File: config.mk
export PLATFORM = sky130hd
export DESIGN_NAME = three_wire_nine_bit_spi_sender
export DESIGN_NICKNAME = d
export VERILOG_FILES = /design/src/rtl/core/spi9_pkg.sv /design/src/rtl/core/spi9_seq.sv /design/src/rtl/core/three_wire_nine_bit_spi_sender.sv
export SDC_FILE = /design/constraint.sdc
export NUM_CORES = 1
export LEC_CHECK = 0
export ABC_CLOCK_PERIOD_IN_PS = 2750
export BUFFER_PORTS_ARGS = -buffer_cell sky130_fd_sc_hd__buf_2
export CORE_MARGIN = 2
export CORE_UTILIZATION = 35
export CTS_BUF_LIST = sky130_fd_sc_hd__clkbuf_4 sky130_fd_sc_hd__clkbuf_8
export CTS_CLUSTER_DIAMETER = 100
export DETAILED_ROUTE_END_ITERATION = 6
export PLACE_DENSITY = 0.64
export SETUP_SLACK_MARGIN = 0.2
export SYNTH_ARGS = -nofsm -noshare
export SYNTH_HDL_FRONTEND = slang
export SYNTH_SLANG_ARGS = --single-unit
export TNS_END_PERCENT = 50
File: constraint.sdc
create_clock -name clk -period 2.75 [get_ports clk]
set_input_delay 0.55 -clock clk [delete_from_list [all_inputs] [get_ports clk]]
set_output_delay 0.55 -clock clk [all_outputs]
set_load 0.005 [all_outputs]
File: src/rtl/core/spi9_pkg.sv
// spi9_pkg: shared types and constants for the 3-wire 9-bit serial sender
// used by spi9_seq and three_wire_nine_bit_spi_sender; no dependencies
package spi9_pkg;

    localparam int DATA_BITS  = 8;
    localparam int WORD_BITS  = DATA_BITS + 1;
    localparam int HOLD_W     = 8;
    localparam int BIT_IDX_W  = 4;
    localparam int CFG_IDX_W  = 1;
    localparam int CFG_DATA_W = 8;

    localparam logic [CFG_IDX_W-1:0] REG_HALF_PERIOD = 1'd0;
    localparam logic [CFG_IDX_W-1:0] REG_END_HOLD    = 1'd1;

    localparam logic [HOLD_W-1:0] HALF_PERIOD_RESET = 8'd8;
    localparam logic [HOLD_W-1:0] END_HOLD_RESET    = 8'd12;

    localparam logic OP_TICK = 1'b0;
    localparam logic OP_LOAD = 1'b1;

    typedef enum logic [5:0] {
        PH_IDLE     = 6'b000001,
        PH_LEAD     = 6'b000010,
        PH_BIT_LOW  = 6'b000100,
        PH_BIT_HIGH = 6'b001000,
        PH_END_CLK  = 6'b010000,
        PH_END_CS   = 6'b100000
    } phase_t;

    typedef struct packed {
        logic                 op;
        logic                 is_data;
        logic [DATA_BITS-1:0] payload;
    } in_item_t;

    typedef struct packed {
        logic cs_n;
        logic sclk;
        logic mosi;
        logic busy_res;
        logic accepted;
    } out_item_t;

endpackage

File: src/rtl/core/spi9_seq.sv
// spi9_seq: phase sequencer, hold counter and shift word of the sender
// computes the line levels after each item; depends on spi9_pkg
module spi9_seq (
    input  logic                                 clk,
    input  logic                                 rst_n,
    input  logic                                 step,
    input  spi9_pkg::in_item_t                   item,
    input  logic [spi9_pkg::HOLD_W-1:0]          half_period,
    input  logic [spi9_pkg::HOLD_W-1:0]          end_hold,
    output spi9_pkg::out_item_t                  result
);
    import spi9_pkg::*;

    phase_t                phase_reg,      phase_next;
    logic [HOLD_W-1:0]     hold_reg,       hold_next;
    logic [BIT_IDX_W-1:0]  bit_idx_reg,    bit_idx_next;
    logic [WORD_BITS-1:0]  shift_reg,      shift_next;
    logic                  cs_reg,         cs_next;
    logic                  sclk_reg,       sclk_next;
    logic                  mosi_reg,       mosi_next;
    logic                  accepted;
    logic                  idle;
    logic [BIT_IDX_W-1:0]  bit_idx_adv;
    logic [BIT_IDX_W-1:0]  bit_pos;
    logic                  next_bit;

    assign idle = (phase_reg != PH_LEAD) && (phase_reg != PH_BIT_LOW)
               && (phase_reg != PH_BIT_HIGH) && (phase_reg != PH_END_CLK)
               && (phase_reg != PH_END_CS);

    // bit to drive at the next low half, from the index after this step
    always_comb
    begin
        bit_idx_adv = (phase_reg == PH_BIT_HIGH) ? bit_idx_reg + BIT_IDX_W'(1) : '0;
        bit_pos     = BIT_IDX_W'(DATA_BITS) - bit_idx_adv;
        next_bit    = 1'b0;
        if (bit_pos <= BIT_IDX_W'(DATA_BITS))
        begin
            next_bit = shift_reg[bit_pos];
        end
    end

    always_comb
    begin
        phase_next   = phase_reg;
        hold_next    = hold_reg;
        bit_idx_next = bit_idx_reg;
        shift_next   = shift_reg;
        cs_next      = cs_reg;
        sclk_next    = sclk_reg;
        mosi_next    = mosi_reg;
        accepted     = 1'b0;

        if (item.op == OP_LOAD)
        begin
            if (idle)
            begin
                shift_next   = {item.is_data, item.payload};
                bit_idx_next = '0;
                cs_next      = 1'b0;
                hold_next    = half_period;
                phase_next   = PH_LEAD;
                accepted     = 1'b1;
            end
        end
        else if (!idle)
        begin
            if (hold_reg <= HOLD_W'(1))
            begin
                case (phase_reg)
                    PH_LEAD:
                    begin
                        bit_idx_next = '0;
                        sclk_next    = 1'b0;
                        mosi_next    = next_bit;
                        hold_next    = half_period;
                        phase_next   = PH_BIT_LOW;
                    end
                    PH_BIT_LOW:
                    begin
                        sclk_next  = 1'b1;
                        hold_next  = half_period;
                        phase_next = PH_BIT_HIGH;
                    end
                    PH_BIT_HIGH:
                    begin
                        if (bit_idx_reg >= BIT_IDX_W'(DATA_BITS))
                        begin
                            sclk_next  = 1'b0;
                            hold_next  = end_hold;
                            phase_next = PH_END_CLK;
                        end
                        else
                        begin
                            bit_idx_next = bit_idx_adv;
                            sclk_next    = 1'b0;
                            mosi_next    = next_bit;
                            hold_next    = half_period;
                            phase_next   = PH_BIT_LOW;
                        end
                    end
                    PH_END_CLK:
                    begin
                        cs_next    = 1'b1;
                        hold_next  = end_hold;
                        phase_next = PH_END_CS;
                    end
                    default:
                    begin
                        phase_next = PH_IDLE;
                        hold_next  = '0;
                    end
                endcase
            end
            else
            begin
                hold_next = hold_reg - HOLD_W'(1);
            end
        end
        else
        begin
            phase_next = PH_IDLE;
        end

        if (!step)
        begin
            phase_next   = phase_reg;
            hold_next    = hold_reg;
            bit_idx_next = bit_idx_reg;
            shift_next   = shift_reg;
            cs_next      = cs_reg;
            sclk_next    = sclk_reg;
            mosi_next    = mosi_reg;
        end
    end

    assign result.cs_n     = cs_next;
    assign result.sclk     = sclk_next;
    assign result.mosi     = mosi_next;
    assign result.busy_res = (phase_next != PH_IDLE);
    assign result.accepted = accepted;

    always_ff @(posedge clk or negedge rst_n)
    begin
        if (!rst_n)
        begin
            phase_reg   <= PH_IDLE;
            hold_reg    <= '0;
            bit_idx_reg <= '0;
            shift_reg   <= '0;
            cs_reg      <= 1'b1;
            sclk_reg    <= 1'b0;
            mosi_reg    <= 1'b0;
        end
        else
        begin
            phase_reg   <= phase_next;
            hold_reg    <= hold_next;
            bit_idx_reg <= bit_idx_next;
            shift_reg   <= shift_next;
            cs_reg      <= cs_next;
            sclk_reg    <= sclk_next;
            mosi_reg    <= mosi_next;
        end
    end

endmodule

File: src/rtl/core/three_wire_nine_bit_spi_sender.sv
// three_wire_nine_bit_spi_sender: top level of the 3-wire 9-bit serial sender
// holds the timing registers and the result register; uses spi9_pkg, spi9_seq
//
// Each item is a time tick or a word load and gives exactly one result: the
// chip select, clock and data levels after that item, plus busy and load-taken
// flags. One item is taken every clock cycle unless item_stall is high; the
// sequencer state and the result are computed in the cycle the item is
// accepted, and the result sits in a single output register and is shown in
// the cycle after. The input stalls only while that register is full and the
// downstream side stalls it. A load is ignored (accepted = 0) while a word is
// in flight. Timing registers are written through the cfg port: index 0 is the
// half period, index 1 the end hold, both in ticks, a value of 0 acting as 1.
module three_wire_nine_bit_spi_sender (
    input  logic                                 clk,
    input  logic                                 rst_n,
    input  logic                                 item_valid,
    output logic                                 item_stall,
    input  spi9_pkg::in_item_t                   item,
    output logic                                 result_valid,
    input  logic                                 result_stall,
    output spi9_pkg::out_item_t                  result,
    input  logic                                 cfg_we,
    input  logic [spi9_pkg::CFG_IDX_W-1:0]       cfg_index,
    input  logic [spi9_pkg::CFG_DATA_W-1:0]      cfg_data
);
    import spi9_pkg::*;

    logic [HOLD_W-1:0] half_period_reg;
    logic [HOLD_W-1:0] end_hold_reg;
    logic              valid_reg;
    out_item_t         result_reg;
    out_item_t         seq_result;
    logic              step;

    assign item_stall   = valid_reg && result_stall;
    assign step         = item_valid && !item_stall;
    assign result_valid = valid_reg;
    assign result       = result_reg;

    spi9_seq u_seq (
        .clk         (clk),
        .rst_n       (rst_n),
        .step        (step),
        .item        (item),
        .half_period (half_period_reg),
        .end_hold    (end_hold_reg),
        .result      (seq_result)
    );

    always_ff @(posedge clk or negedge rst_n)
    begin
        if (!rst_n)
        begin
            half_period_reg <= HALF_PERIOD_RESET;
            end_hold_reg    <= END_HOLD_RESET;
        end
        else if (cfg_we)
        begin
            case (cfg_index)
                REG_HALF_PERIOD: half_period_reg <= cfg_data;
                REG_END_HOLD:    end_hold_reg    <= cfg_data;
                default:         ;
            endcase
        end
    end

    always_ff @(posedge clk or negedge rst_n)
    begin
        if (!rst_n)
        begin
            valid_reg <= 1'b0;
        end
        else if (step)
        begin
            valid_reg <= 1'b1;
        end
        else if (!result_stall)
        begin
            valid_reg <= 1'b0;
        end
    end

    always_ff @(posedge clk)
    begin
        if (step)
        begin
            result_reg <= seq_result;
        end
    end

endmodule
# After elaboration in Yosys (flattened, before gate mapping)

Index checks and enable logic that the tools add are counted.

Add/subtract/negate cells: 3
Multiply operators: 0
Divide/modulo/power cells: 0
$lt $le $gt $ge: 4
Equality and inequality tests: 14
Shift-type cells: 0
Muxes and demuxes: 43
Bitwise operators: 1
Reduce and logical (&&, ||, !) cells: 16

Operators with widths:

| operator              | number |
|---|---|
| $mux W8               | 5 |
| $mux W6               | 5 |
| $mux W4               | 6 |
| $pmux W6 S4           | 1 |
| $pmux W8 S3           | 1 |
| $mux W1               | 20 |
| $le A8 B1 Y1 const B  | 1 |
| $pmux W4 S2           | 1 |
| $sub A8 B1 Y8 const B | 1 |
| $eq A6 B2 Y1 const B  | 1 |
| $eq A6 B3 Y1 const B  | 1 |
| $eq A6 B4 Y1 const B  | 1 |
| $eq A6 B5 Y1 const B  | 1 |
| $logic_and A1 B1 Y1   | 6 |
| $ne A6 B1 Y1 const B  | 1 |
| $ne A6 B2 Y1 const B  | 1 |
| $ne A6 B3 Y1 const B  | 1 |
| $ne A6 B4 Y1 const B  | 1 |
| $ne A6 B5 Y1 const B  | 1 |
| $ne A6 B6 Y1 const B  | 1 |
| $reduce_and A3 Y1     | 2 |
| $reduce_and A6 Y1     | 1 |
| $lt A4 B5 Y1 const B  | 1 |
| $mux W5               | 1 |
| other kinds (15)      | 19 |

Register bits: 52
Bits in latches: 0
RAM bits: 0
ROM bits: 0
Bits of input ports: 24
Logic and storage cells: 96
Memories: 0

# Longest topological paths before layout

Depth after elaboration: 12
Depth in mapped cells: 11

# By module

Synthesis repeated with hierarchy kept, for this count alone.

Cell total of the unflattened synthesis: 315
Area total of the unflattened synthesis: 3304.4 um2

By module, submodules not included:

| module                         | instances | cells each | area each (um2) |
|---|---|---|---|
| spi9_seq                       | 1         | 271        | 2464.9 |
| three_wire_nine_bit_spi_sender | 1         | 44         | 839.6 |

# Worst setup path before layout

No wires, ideal clock.

Path type: reg2reg
Start: register u_seq.phase_reg[1]
End: register result_reg, in the netlist result[2], data pin
Data arrival time: 2.267 ns
Data required time: 2.484 ns
Setup slack: 0.217 ns
Cell stages (with the launch flop): 10
Path buffers: 1
Cells stage by stage: dfrtp_1 buf_6 nor4_1 nand2b_1 inv_1 nand2_1 ha_1 mux4_2 o21ai_0 o21ai_1

RTL lines:

| item                   | RTL line                             | text |
|---|---|---|
| start, declared        | spi9_seq.sv:14                       | `phase_t phase_reg, phase_next;` |
| start signal, assigned | spi9_seq.sv:157                      | `phase_reg <= phase_next;` |
| end signal, assigned   | three_wire_nine_bit_spi_sender.sv:87 | `result_reg <= seq_result;` |
| end, declared          | three_wire_nine_bit_spi_sender.sv:31 | `out_item_t result_reg;` |

==> summary.txt <==
Global routing
  – Final global-route overflow total: 0
  – First-pass GRT wire length: ~11,000 um
  – Overall Global Routing Usage: 14.30%
  – Number of global-route vias before repair: 2,285
  – Initial antenna violation count: 0
  – Largest net degree at the start of global routing: 26

Timing
  – Slew Viols, Final: 0
  – Relative slew slack: 66.62%
  – Setup Total Neg Slack: 0 ns
  – Fmax achieved: 0.4089 GHz
  – Worst-Margin Slew: 0.4986 ns
  – Final Setup Violations: 0
  – Worst Slack Setup Final: 0.3045 ns
  – RSZ-0062 raised after global routing: true
  – Setup Skew: 0.004438 ns
  – Tcrit/Tclk final: 88.93%
  – Final Hold Fails: 0
  – Tmin final: approximately 2.4 ns

Synth
  – Synth Area in XOR/XNOR: 1.453%
  – Async SR Flop Fraction: 90.38%
  – Sequential share of the synthesized area: 44.21%
  – Synth Cell Area: approximately 3000 sq um
  – Compound-Gate Fraction of Synth Area: 17.93%
  – Top FF cell, synth: dfrtp_1
  – Post-Syn Nets: just over 300
  – Post-synth EDFFs: 5
  – Synth Area in Adders: approximately 2.1%
  – Post-synthesis mux area share: 12.70%
  – Count of cell types in the netlist: 67
  – Top post-synthesis cells by area: dfrtp_1, mux2_2, edfxtp_1
  – Simple-gate share of the synthesized area: 18.02%
  – Leading area contributor after synthesis: dfrtp_1
  – Synth Instances: between 200 and 300
  – Yosys top cell area share: between 30% and 40%
  – Post-Syn Area per Cell: 10.76 sq um
  – YS warnings: 0
  – Main combinational cell family by area after synthesis: simple AND/OR/NAND/NOR gates
  – Register bit total from synthesis: 52

Floorplanning
  – Die H: 96.80 um
  – Ports: 31
  – Die X: 96.80 um
  – Cell Rows: 33
  – Initial Util: 36.32%
  – Die area: 9370 sq um
  – Core footprint: 8299 sq um

Setup path
  – Setup CP Type: reg2reg
  – Required time of the critical path: ~2.8 ns
  – CP arrival: about 2.5 ns
  – Critical path endpoint category: flip-flop
  – Type of origin of the critical path: flip-flop
  – Largest fanout on the critical path: 4

Placed design
  – Post-placement cell area: 3311 sq um
  – Gpl congestion: 0.8565
  – Place WS: 0.04564 ns
  – Dpl hpwl: 4676 um
  – Dpl cells: 414
  – PortBufs: 30

Power
  – VDD IR max: 419.8 uV
  – Leak: between 0.001 and 0.0015 uW
  – Pwr/cell area: 803.7 nW/um^2
  – Tot Pwr: 2786 uW

Finish
  – Inserted Diodes: 0
  – Filler Cells Inserted: a little under 800
  – NumNets Final: 348
  – Filler-free cell count of the finished design: 425
  – Max reg flops: 9
  – Area grow syn2layout: 14.99%
  – Fraction of layout cells with a size suffix above 1: 32.50%
  – Commonest non-fill, non-tap cells in the layout: dfrtp_1, buf_2, o21ai_0
  – Design area: roughly 3500 sq um
  – Most common cell after layout, fill and taps aside: dfrtp_1

Worst hold path
  – Min-delay worst type: in2async

Clock tree
  – Clock Latency Late Sink: ~0.31 ns
  – CTS tree: built
  – Clock transition at the registers of the reported paths: 0.10 ns
  – Root Driver: clkbuf_8
  – Total CTS buffers: 5
  – Clk buf depth: 2
  – Sink Count: 52
  – Depth of the CTS H-tree: 2

Route
  – DRT Pass-1 Iters: 4
  – Via/cell ratio: 5.534
  – Post-route ant nets: 0
  – Starting DRT DRC Count: between 150 and 200
  – Vias: 2,352
  – Routed len/inst: 15.28 um
  – Final wirelength: 6493 um
  – DRC: 0

Status
  – Status: complete, no violations

Flow run
  – Max Cap Violations: 0
==> synth_stat cells, types with 3 or more instances <==
| master | n |
|---|---|
| clkbuf_1 | 6 |
| dfrtp_1 | 42 |
| edfxtp_1 | 5 |
| nand3b_1 | 5 |
| a21oi_1 | 8 |
| nand2b_1 | 5 |
| dfstp_2 | 5 |
| buf_2 | 3 |
| mux2_2 | 21 |
| mux2_1 | 3 |
| nand2_1 | 24 |
| o21ai_1 | 4 |
| a22oi_1 | 3 |
| inv_1 | 9 |
| mux2i_1 | 3 |
| nor2_1 | 11 |
| xnor2_1 | 3 |
| ha_1 | 5 |
| nor4_1 | 4 |
| nor3_2 | 3 |
| mux2_4 | 4 |
| nor3_1 | 11 |
| a211oi_1 | 3 |
| o21ai_0 | 27 |
| o31ai_1 | 4 |
| or2_2 | 3 |
| o21a_1 | 3 |
==> worst paths after layout <==
kind | startpoint | endpoint | slack [ns] | depth (start not counted)
max in group asynchronous | rst_n | end_hold_reg[3] | 1.80 | 2
min in group clk | item_valid | result_valid | 0.44 | 2
min reg2reg | u_seq.shift_reg[5] | u_seq.shift_reg[5] | 0.52 | 1
max | u_seq.phase_reg[4] | result[2] | 0.30 | 8
min | rst_n | u_seq.shift_reg[1] | 0.19 | 1
max reg2reg | u_seq.phase_reg[4] | result[2] | 0.30 | 8
==> metal layers <==
metal	part of all wire, %	GRT usage, %	up-vias
met3	4.2	1.951	10
li1	-	-	1127
met4	2.2	5.959	0
met1	47	19.81	1137
met5	0	0	-
met2	46	22.54	78
==> power by group <==
part	switching, uW	total, uW	internal, uW
clock network	271	546	275
logic	555	1080	524
registers	170	1160	990
==> logic make-up (layout without fill, tap and decap cells) <==
logic type	Yosys count	after routing
buf+inv	22	62
compound gates	77	77
flops	52	52
mux	32	32
fa+ha+maj	5	5
xor+xnor	5	5
simple gates	87	87
==> critical path: stages (launching register included) <==
cell and delay (ns):
dfrtp_1 0.43, nor4_4 0.33, nand2b_1 0.12, inv_1 0.08, nand2_1 0.10, ha_2 0.40
mux4_2 0.49, o21ai_0 0.16, o21ai_1 0.10
==> per-stage QoR <==
step | hold slack [ns] | util (%)
2_1_floorplan | 0.2544 | -
3_3_place_gp | 0.4911 | 39.89
3_5_place_dp | 0.4954 | 39.89
4_1_cts | 0.2000 | 41.46
5_1_grt | 0.2214 | 41.76
6_report | 0.1889 | 41.76
==> final cells by class <==
cell class | count | area [sq um] | area share [%]
Timing Repair Buffer | 45 | 262.8 | 7.581
Multi-Input combinational cell | 206 | 1590 | 45.88
Inverter | 9 | 33.78 | 0.9747
Clock inverter | 3 | 46.29 | 1.336
Clock buffer | 5 | 68.82 | 1.986
Tap cell | 105 | 131.4 | 3.791
Sequential cell | 52 | 1333 | 38.45
==> what timing repair did <==
action	CTS	global route
pin swaps	0	2
buffers inserted	0	3
hold buffers	0	0
resized for setup	2	1
setup endpoints to repair	2	5
Power figures use the tool's default switching activity.
